File: src/rtl/brfp_pkg.sv
// Package for the byte ring FIFO with peek: command and status codes,
// default sizes and the packed request and response word types.
// No dependencies.
package brfp_pkg;

   localparam int unsigned DEPTH_DEFAULT   = 256;
   localparam int unsigned MAX_OUT_DEFAULT = 64;

   // Compare width: holds any amount and any count up to the largest ring
   localparam int unsigned CMP_W = 9;

   localparam logic [2:0] CMD_WRITE      = 3'd0;
   localparam logic [2:0] CMD_READ       = 3'd1;
   localparam logic [2:0] CMD_PEEK_ONE   = 3'd2;
   localparam logic [2:0] CMD_PEEK_RANGE = 3'd3;
   localparam logic [2:0] CMD_REMOVE     = 3'd4;
   localparam logic [2:0] CMD_QUERY      = 3'd5;

   localparam logic [1:0] STAT_OK     = 2'd0;
   localparam logic [1:0] STAT_EMPTY  = 2'd1;
   localparam logic [1:0] STAT_REJECT = 2'd2;

   typedef struct packed {
      logic [2:0] cmd;
      logic [7:0] data_in;
      logic [7:0] amount;
      logic       burst_start;
   } req_type;

   typedef struct packed {
      logic [7:0] data_out;
      logic       data_valid;
      logic [7:0] result_count;
      logic [7:0] position;
      logic [1:0] status;
      logic       overflow;
      logic       last;
   } rsp_type;

endpackage

File: src/rtl/brfp_ram.sv
// Generic single-port-write, single-port-read RAM with registered read data.
// No dependencies.
module brfp_ram #(
   parameter int unsigned WIDTH = 8,
   parameter int unsigned DEPTH = 256
) (
   input  logic                     clock,
   input  logic                     wr_en,
   input  logic [$clog2(DEPTH)-1:0] wr_addr,
   input  logic [WIDTH-1:0]         wr_data,
   input  logic [$clog2(DEPTH)-1:0] rd_addr,
   output logic [WIDTH-1:0]         rd_data
);

   logic [WIDTH-1:0] mem_ff [DEPTH];
   logic [WIDTH-1:0] rd_data_ff;

   always_ff @(posedge clock) begin
      if (wr_en) begin
         mem_ff[wr_addr] <= wr_data;
      end
      rd_data_ff <= mem_ff[rd_addr];
   end

   assign rd_data = rd_data_ff;

endmodule

File: src/rtl/byte_ring_fifo_with_peek_unit.sv
// Byte ring FIFO with peek: top level with command sequencer and index logic.
// Depends on brfp_pkg (types, codes) and brfp_ram (ring storage).
//
//   channel   direction   handshake              payload
//   req       in          req_valid / req_stall  brfp_pkg::req_type
//   rsp       out         rsp_valid / rsp_stall  brfp_pkg::rsp_type
//
// Sequence: a word is taken in S_IDLE and worked in S_EXEC, where single-result
// commands answer; read and peek commands then pass S_FETCH and S_EMIT for
// every byte, since every byte goes through one RAM read (address, then
// registered data). S_EXEC and S_EMIT both wait while rsp stalls.
// Reset: synchronous, active high; clears indices, burst state, overflow and
// the sequencer. The ring contents are not cleared.
// Stalls: rsp_stall holds the output register; the sequencer waits on it.
module byte_ring_fifo_with_peek_unit #(
   parameter int unsigned DEPTH   = brfp_pkg::DEPTH_DEFAULT,
   parameter int unsigned MAX_OUT = brfp_pkg::MAX_OUT_DEFAULT
) (
   input  logic              clock,
   input  logic              reset,
   input  logic              req_valid,
   output logic              req_stall,
   input  brfp_pkg::req_type req_data,
   output logic              rsp_valid,
   input  logic              rsp_stall,
   output brfp_pkg::rsp_type rsp_data
);

   localparam int unsigned IDX_W = $clog2(DEPTH);
   localparam int unsigned CNT_W = $clog2(MAX_OUT + 1);
   localparam int unsigned CW    = brfp_pkg::CMP_W;
   localparam logic [IDX_W:0]  DEPTH_X = (IDX_W + 1)'(DEPTH);
   localparam logic [CW-1:0]   MAXO_C  = CW'(MAX_OUT);
   localparam logic [CW-1:0]   DFREE_C = CW'(DEPTH - 1);

   localparam logic [1:0] S_IDLE  = 2'd0;
   localparam logic [1:0] S_EXEC  = 2'd1;
   localparam logic [1:0] S_FETCH = 2'd2;
   localparam logic [1:0] S_EMIT  = 2'd3;

   function automatic logic [IDX_W-1:0] wrap_add(input logic [IDX_W-1:0] idx,
                                                 input logic [IDX_W-1:0] n);
      logic [IDX_W:0] sum;
      sum = {1'b0, idx} + {1'b0, n};
      if (sum >= DEPTH_X) begin
         sum = sum - DEPTH_X;
      end
      return sum[IDX_W-1:0];
   endfunction

   logic [1:0]              state_ff, state_in;
   brfp_pkg::req_type       req_ff, req_in;
   logic [IDX_W-1:0]        cnt_ff, cnt_in;
   logic [IDX_W-1:0]        wi_ff, wi_in;
   logic [IDX_W-1:0]        ri_ff, ri_in;
   logic                    ovf_ff, ovf_in;
   logic [7:0]              bl_ff, bl_in;
   logic                    bacc_ff, bacc_in;
   logic [IDX_W-1:0]        addr_ff, addr_in;
   logic [CNT_W-1:0]        k_ff, k_in;
   logic [CNT_W-1:0]        i_ff, i_in;
   logic                    adv_ff, adv_in;
   brfp_pkg::rsp_type       rsp_ff, rsp_in;
   logic                    rsp_valid_ff, rsp_valid_in;

   logic                    out_free;
   logic                    emit;
   logic                    ram_we;
   logic [7:0]              ram_rdata;
   logic [IDX_W-1:0]        cnt_now;
   logic [CW-1:0]           amt9;
   logic [CW-1:0]           cnt9;
   logic [CW-1:0]           rd_min;
   logic [CW-1:0]           rd_k9;
   logic [CW-1:0]           pr_k9;
   logic [IDX_W-1:0]        rm_k;
   logic [IDX_W:0]          run_len;
   logic                    emit_last;

   // Stored count from the indices, latched when a word is taken
   assign cnt_now = (wi_ff >= ri_ff) ? (wi_ff - ri_ff)
                  : IDX_W'(DEPTH_X + {1'b0, wi_ff} - {1'b0, ri_ff});

   assign amt9    = CW'(req_ff.amount);
   assign cnt9    = CW'(cnt_ff);
   assign rd_min  = (cnt9 < amt9) ? cnt9 : amt9;
   assign rd_k9   = (rd_min > MAXO_C) ? MAXO_C : rd_min;
   assign pr_k9   = ((amt9 + 1'b1) > MAXO_C) ? MAXO_C : (amt9 + 1'b1);
   assign rm_k    = (amt9 < cnt9) ? IDX_W'(req_ff.amount) : cnt_ff;
   assign run_len = (wi_ff >= ri_ff) ? {1'b0, wi_ff - ri_ff} : (DEPTH_X - {1'b0, ri_ff});
   assign emit_last = (CNT_W'(i_ff + 1'b1) == k_ff);

   assign out_free = !rsp_valid_ff || !rsp_stall;

   always_comb begin
      logic [7:0] bl_v;
      logic       acc_v;
      logic       ovf_v;

      state_in = state_ff;
      req_in   = req_ff;
      cnt_in   = cnt_ff;
      wi_in    = wi_ff;
      ri_in    = ri_ff;
      ovf_in   = ovf_ff;
      bl_in    = bl_ff;
      bacc_in  = bacc_ff;
      addr_in  = addr_ff;
      k_in     = k_ff;
      i_in     = i_ff;
      adv_in   = adv_ff;
      emit     = 1'b0;
      ram_we   = 1'b0;
      bl_v     = bl_ff;
      acc_v    = bacc_ff;
      ovf_v    = ovf_ff;
      rsp_in   = '0;
      rsp_in.overflow = ovf_ff;

      unique case (state_ff)
         S_IDLE: begin
            if (req_valid) begin
               req_in   = req_data;
               cnt_in   = cnt_now;
               state_in = S_EXEC;
            end
         end
         S_EXEC: begin
            if (out_free) begin
               emit        = 1'b1;
               rsp_in.last = 1'b1;
               state_in    = S_IDLE;
               unique case (req_ff.cmd)
                  brfp_pkg::CMD_WRITE: begin
                     if (req_ff.burst_start) begin
                        bl_v = req_ff.amount;
                        if (amt9 <= (DFREE_C - cnt9)) begin
                           acc_v = 1'b1;
                        end else begin
                           acc_v = 1'b0;
                           ovf_v = 1'b1;
                        end
                     end
                     priority if (req_ff.burst_start && req_ff.amount == 8'd0) begin
                        rsp_in.status = brfp_pkg::STAT_OK;
                     end else if (bl_v != 8'd0 && acc_v) begin
                        ram_we = 1'b1;
                        wi_in  = wrap_add(wi_ff, IDX_W'(1));
                        bl_v   = bl_v - 8'd1;
                        rsp_in.result_count = 8'd1;
                     end else begin
                        if (bl_v != 8'd0) begin
                           bl_v = bl_v - 8'd1;
                        end
                        rsp_in.status = brfp_pkg::STAT_REJECT;
                     end
                     bl_in   = bl_v;
                     bacc_in = acc_v;
                     ovf_in  = ovf_v;
                     rsp_in.overflow = ovf_v;
                  end
                  brfp_pkg::CMD_READ: begin
                     if (rd_k9 == '0) begin
                        rsp_in.status = (cnt_ff == '0) ? brfp_pkg::STAT_EMPTY
                                                       : brfp_pkg::STAT_OK;
                     end else begin
                        emit     = 1'b0;
                        k_in     = CNT_W'(rd_k9);
                        i_in     = '0;
                        addr_in  = ri_ff;
                        adv_in   = 1'b1;
                        state_in = S_FETCH;
                     end
                  end
                  brfp_pkg::CMD_PEEK_ONE: begin
                     if (amt9 < cnt9) begin
                        emit     = 1'b0;
                        k_in     = CNT_W'(1);
                        i_in     = '0;
                        addr_in  = wrap_add(ri_ff, IDX_W'(req_ff.amount));
                        adv_in   = 1'b0;
                        state_in = S_FETCH;
                     end else begin
                        rsp_in.status = brfp_pkg::STAT_EMPTY;
                     end
                  end
                  brfp_pkg::CMD_PEEK_RANGE: begin
                     if (amt9 < cnt9) begin
                        emit     = 1'b0;
                        k_in     = CNT_W'(pr_k9);
                        i_in     = '0;
                        addr_in  = ri_ff;
                        adv_in   = 1'b0;
                        state_in = S_FETCH;
                     end else begin
                        rsp_in.status = brfp_pkg::STAT_EMPTY;
                     end
                  end
                  brfp_pkg::CMD_REMOVE: begin
                     if (req_ff.amount != 8'd0) begin
                        ri_in  = wrap_add(ri_ff, rm_k);
                        ovf_in = 1'b0;
                        rsp_in.overflow = 1'b0;
                        if (cnt_ff == '0) begin
                           rsp_in.status = brfp_pkg::STAT_EMPTY;
                        end
                     end
                     rsp_in.result_count = 8'(rm_k);
                  end
                  brfp_pkg::CMD_QUERY: begin
                     rsp_in.result_count = 8'(run_len);
                     rsp_in.position     = 8'(ri_ff);
                  end
                  default: begin
                     rsp_in.status = brfp_pkg::STAT_EMPTY;
                  end
               endcase
            end
         end
         S_FETCH: begin
            // RAM data lands at the end of this cycle
            state_in = S_EMIT;
         end
         S_EMIT: begin
            if (out_free) begin
               emit                = 1'b1;
               rsp_in.data_out     = ram_rdata;
               rsp_in.data_valid   = 1'b1;
               rsp_in.result_count = 8'(k_ff);
               rsp_in.last         = emit_last;
               if (adv_ff) begin
                  ri_in = wrap_add(ri_ff, IDX_W'(1));
               end
               addr_in  = wrap_add(addr_ff, IDX_W'(1));
               i_in     = CNT_W'(i_ff + 1'b1);
               state_in = emit_last ? S_IDLE : S_FETCH;
            end
         end
         default: begin
            state_in = S_IDLE;
         end
      endcase
   end

   assign rsp_valid_in = emit ? 1'b1 : (rsp_valid_ff && rsp_stall);

   always_ff @(posedge clock) begin
      if (reset) begin
         state_ff     <= S_IDLE;
         wi_ff        <= '0;
         ri_ff        <= '0;
         ovf_ff       <= 1'b0;
         bl_ff        <= '0;
         bacc_ff      <= 1'b0;
         rsp_valid_ff <= 1'b0;
      end else begin
         state_ff     <= state_in;
         wi_ff        <= wi_in;
         ri_ff        <= ri_in;
         ovf_ff       <= ovf_in;
         bl_ff        <= bl_in;
         bacc_ff      <= bacc_in;
         rsp_valid_ff <= rsp_valid_in;
      end
   end

   always_ff @(posedge clock) begin
      req_ff  <= req_in;
      cnt_ff  <= cnt_in;
      addr_ff <= addr_in;
      k_ff    <= k_in;
      i_ff    <= i_in;
      adv_ff  <= adv_in;
      if (emit) begin
         rsp_ff <= rsp_in;
      end
   end

   brfp_ram #(
      .WIDTH (8),
      .DEPTH (DEPTH)
   ) u_ring (
      .clock   (clock),
      .wr_en   (ram_we),
      .wr_addr (wi_ff),
      .wr_data (req_ff.data_in),
      .rd_addr (addr_ff),
      .rd_data (ram_rdata)
   );

   assign req_stall = (state_ff != S_IDLE);
   assign rsp_valid = rsp_valid_ff;
   assign rsp_data  = rsp_ff;

   // Indices always stay inside the ring
   a_idx_range: assert property (@(posedge clock) disable iff (reset)
      (wi_ff < DEPTH_X[IDX_W-1:0] || DEPTH_X[IDX_W]) &&
      ({1'b0, wi_ff} < DEPTH_X) && ({1'b0, ri_ff} < DEPTH_X))
      else $error("ring index out of range");

   // A stored byte never fills the reserved empty slot
   a_no_overrun: assert property (@(posedge clock) disable iff (reset)
      ram_we |-> ({1'b0, cnt_now} < (DEPTH_X - 1'b1)))
      else $error("write into a full ring");

   // Byte counter stays below the item's byte total while emitting
   a_emit_count: assert property (@(posedge clock) disable iff (reset)
      (state_ff == S_EMIT) |-> (i_ff < k_ff))
      else $error("emit counter past item length");

   // Every byte emit comes after a RAM fetch, or holds from a stalled emit
   a_fetch_order: assert property (@(posedge clock) disable iff (reset)
      (state_ff == S_EMIT) |-> ($past(state_ff) == S_FETCH || $past(state_ff) == S_EMIT))
      else $error("emit without fetch");

endmodule

File: config.mk
export PLATFORM = sky130hd
export DESIGN_NAME = byte_ring_fifo_with_peek_unit
export DESIGN_NICKNAME = d
export VERILOG_FILES = /design/src/rtl/brfp_pkg.sv /design/src/rtl/brfp_ram.sv /design/src/rtl/byte_ring_fifo_with_peek_unit.sv
export SDC_FILE = /design/constraint.sdc
export NUM_CORES = 2
export LEC_CHECK = 0
export BUFFER_PORTS_ARGS = -buffer_cell sky130_fd_sc_hd__buf_2
export CAP_MARGIN = 20
export CORE_MARGIN = 5
export CORE_UTILIZATION = 33
export DETAILED_ROUTE_END_ITERATION = 7
export GPL_TIMING_DRIVEN = 0
export PLACE_DENSITY_LB_ADDON = 0.15
export SLEW_MARGIN = 10
export SYNTH_ARGS = -nofsm -noshare
export SYNTH_HDL_FRONTEND = slang
export SYNTH_HIERARCHICAL = 1
export SYNTH_SLANG_ARGS = --single-unit
File: constraint.sdc
create_clock -name clock -period 3.9 [get_ports clock]
set_clock_uncertainty 0.2 [all_clocks]
set_input_delay 0.195 -clock clock [delete_from_list [all_inputs] [get_ports clock]]
set_output_delay 0.195 -clock clock [all_outputs]
set_load 0.01 [all_outputs]
==> parameters.txt <==
Parameter                              Value

Status
  Status    complete, but fails checks
  Violated checks    setup timing

Clocking
  CTS sink cnt    2165
  CTS tree    built
  Root buffer selected by CTS    clkbuf_16
  Max H-tree Level    4
  Register clock-pin slew on the reported worst setup and hold paths    0.06 ns
  CTS buffer count    228
  Clock latency on the worst-skew pair    0.89 ns
  CTS Buffer Depth    3

Power and ir drop
  Power per cell area    475.5 nW/µm²
  Worst-case vdd ir drop    444.0 µV
  Static leakage    33.12 nW

Synth
  Main synth FF type    edfxtp_1
  Post-synthesis instance total    4429
  Post-synthesis register bit count    2165
  Synthesized cell area    86400 µm²
  Post-synth top area share    0.7396
  Count of distinct cell types in the synthesized netlist    93
  Total nets after synthesis    4503
  Post-synth EDFFs    2128
  Top cells by area in the synthesized netlist    edfxtp_1 (74%), mux4_2 (12%), mux2i_1 (1.8%)
  Proportion of synthesized flip-flops having asynchronous set or reset    0
  Number of warnings issued by yosys    6
  Synthesized area per cell    19.51 µm²
  Seq/Total Area, Yosys    0.7482
  Library cell occupying the most area in the post-synthesis netlist    edfxtp_1

Global routing
  Overflow left after global routing    0
  Aggregate global-route resource usage    0.2200
  Global-route wire length before repair    411.7 mm
  Antenna violations before repair    8
  Largest net degree at the start of global routing    29
  Number of global-route vias before repair    47600

STA
  Crit path setup slack, layout    -0.08427 ns
  Maximum clock frequency    0.2510 GHz
  Period utilization    1.022
  Unrepaired setup endpoints after global routing    true
  Count of endpoints failing hold in the final timing report    0
  Number of max-slew violations in the final report    0
  Final-report setup violation count    21
  Crit path time final    3.984 ns
  Transition at the pin with the smallest max-transition slack    1.224 ns
  Worst slew margin relative to its limit    0.1838

Setup path
  Type of the worst setup path    flip-flop to flip-flop
  Critical path data required time    4.52 ns
  Worst-path fanout max    10
  Critical path arrival    4.60 ns
  Worst setup EP type    flip-flop
  Worst setup SP type    flip-flop

Route
  Wire length after detailed routing    304.5 mm
  DR vias/cell    5.539
  Antenna Violating Nets Remaining    0
  DRC    0
  Number of DRC markers after the initial detailed-route iteration    5847
  Average detailed-routed wire length per instance    34.90 µm
  Total via count after detailed routing    48340
  Detailed-routing iteration count for the pre-antenna-repair pass    6

Placed design
  Placed cell areas    93830 µm²
  Placer congestion estimate    0.8939
  DP Cell Count    8121
  Port Buffers    53
  Worst-case setup slack after placement    -3.062 ns
  Detailed placement HPWL    214.4 mm

Floorplan
  Count of standard-cell rows    187
  Initial cell density of the core    0.3321
  Ports placed on the boundary    55
  Overall die width    521.7 µm
  Die height    521.7 µm
  Die Area    272200 µm²
  Core area    260200 µm²

Run
  Max-capacitance violation count    0

Final layout
  Non-filler cells, final    8727
  Fraction of final layout cells with drive strength greater than 1    0.3196
  NumNets Final    5117
  Area added between synthesis and finish    22.55%
  Most common cell after layout, fill and taps aside    edfxtp_1
  Top library cells by usage in the layout, fill and taps aside    edfxtp_1 (2128), mux4_2 (455), clkbuf_16 (236)
  Finished layout cell area    105900 µm²

Worst hold path
  Class of the worst hold path    primary input to flip-flop
## flip-flops by register name (all words and copies together), names as in the netlist
| name | cells |
|---|---|
| addr_ff | 8 |
| adv_ff | 1 |
| amt9 | 8 |
| bacc_ff | 1 |
| bl_ff | 8 |
| cnt_ff | 8 |
| i_ff | 7 |
| k_ff | 7 |
| ovf_ff | 1 |
| req_ff | 12 |
| ri_ff | 8 |
| rsp_data | 29 |
| rsp_valid | 1 |
| state_ff | 2 |
| u_ring/mem_ff | 2048 |
| u_ring/rd_data | 8 |
| wi_ff | 8 |
## report_power, final
group | total (mW) | internal, mW | switching [mW] | leakage [nW]
combinational | 3.76 | 1.37 | 2.39 | 10.3
clock | 20.7 | 11.4 | 9.33 | 3.41
sequential | 25.9 | 25.8 | 0.0946 | 19.5
total | 50.3 | 38.5 | 11.8 | 33.1
## final timing paths
kind / start / endpoint / slack [ns] / cells past startpoint
worst max-delay path: addr_ff[3]$_DFFE_PP_ / u_ring/rd_data[0]$_DFF_P_ / -0.08 / 7
worst min-delay path: rsp_stall / rsp_valid$_SDFF_PP0_ / 0.11 / 4
worst min register to register: bl_ff[4]$_SDFFE_PP0P_ / bl_ff[4]$_SDFFE_PP0P_ / 0.29 / 2
worst max register to register: addr_ff[3]$_DFFE_PP_ / u_ring/rd_data[0]$_DFF_P_ / -0.08 / 7
## timing repair
| item | in CTS | in global routing |
|---|---|---|
| setup buffers | 86 | 51 |
| pin swaps | 62 | 34 |
| cloned | 3 | 2 |
| endpoints found under the setup margin | 2113 | 1335 |
| hold buffers | 44 | 0 |
| endpoints found under the hold margin | 113 | 0 |
| resized for setup | 575 | 152 |
## synth_stat cells (all sizes together) (39+ instances only)
cell	number
inv	39
clkbuf	132
a21oi	136
a22oi	135
ha	47
mux2i	158
o221ai	54
buf	130
mux4	457
nor2	359
edfxtp	2128
nor3	47
nor2b	40
nand3	65
o21ai	43
nand2	74
## critical path, stage by stage, from the launching register on
cell      delay, ns
edfxtp_1       0.56
clkbuf_2       0.57
or2_2          0.48
buf_1          0.30
clkbuf_2       0.50
a21oi_1        0.90
nor4_1         0.15
nor4_2         0.23
## metrics by stage
| step | hold slack [ns] | util | power (mW) | TNS (ns) |
|---|---|---|---|---|
| 6_report | 0.1106 | 0.4070 | 50.35 | -0.4020 |
| 5_1_grt | 0.1054 | 0.4069 | 51.90 | -0.6281 |
| 4_1_cts | 0.05525 | 0.4023 | 50.63 | -1.970 |
| 3_3_place_gp | 0.1723 | 0.3499 | 29.68 | - |
| 2_1_floorplan | 0.09387 | - | 28.09 | -967.41 |
| 3_5_place_dp | 0.1731 | 0.3606 | 29.83 | -5022.81 |
## cell type report
class,count,area (µm²)
Antenna cell,6,15.01
Buffer,260,2062
Clock buffer,287,5927
Clock inverter,125,1119
Fill cell,23400,154300
Inverter,41,157.7
Multi-Input combinational cell,1962,22310
Sequential cell,2165,64640
Tap cell,3496,4374
Timing Repair Buffer,385,5275
## kinds of logic (layout without fill, tap and decap cells)
family / Yosys count / after routing / synth area share
muxes: 616 / 616 / 0.1376
and+or+nand+nor: 717 / 718 / 0.03896
buffers and inverters: 303 / 1098 / 0.01998
AOI/OAI and AO/OA: 533 / 533 / 0.04317
DFF: 2165 / 2165 / 0.7482
xor gates and xnor gates: 45 / 45 / 0.004562
other: 0 / 6 / 0
adders and majority gates: 50 / 50 / 0.007501
## routing by layer
metal / routed length (µm) / vias up / GRT usage
met4: 13200 / 2 / 0.08587
met1: 128300 / 26240 / 0.3100
li1: - / 19610 / -
met3: 24060 / 442 / 0.04091
met2: 139000 / 2045 / 0.3389
met5: 11 / - / 0
Note: power is estimated with default switching activity, not from simulation.
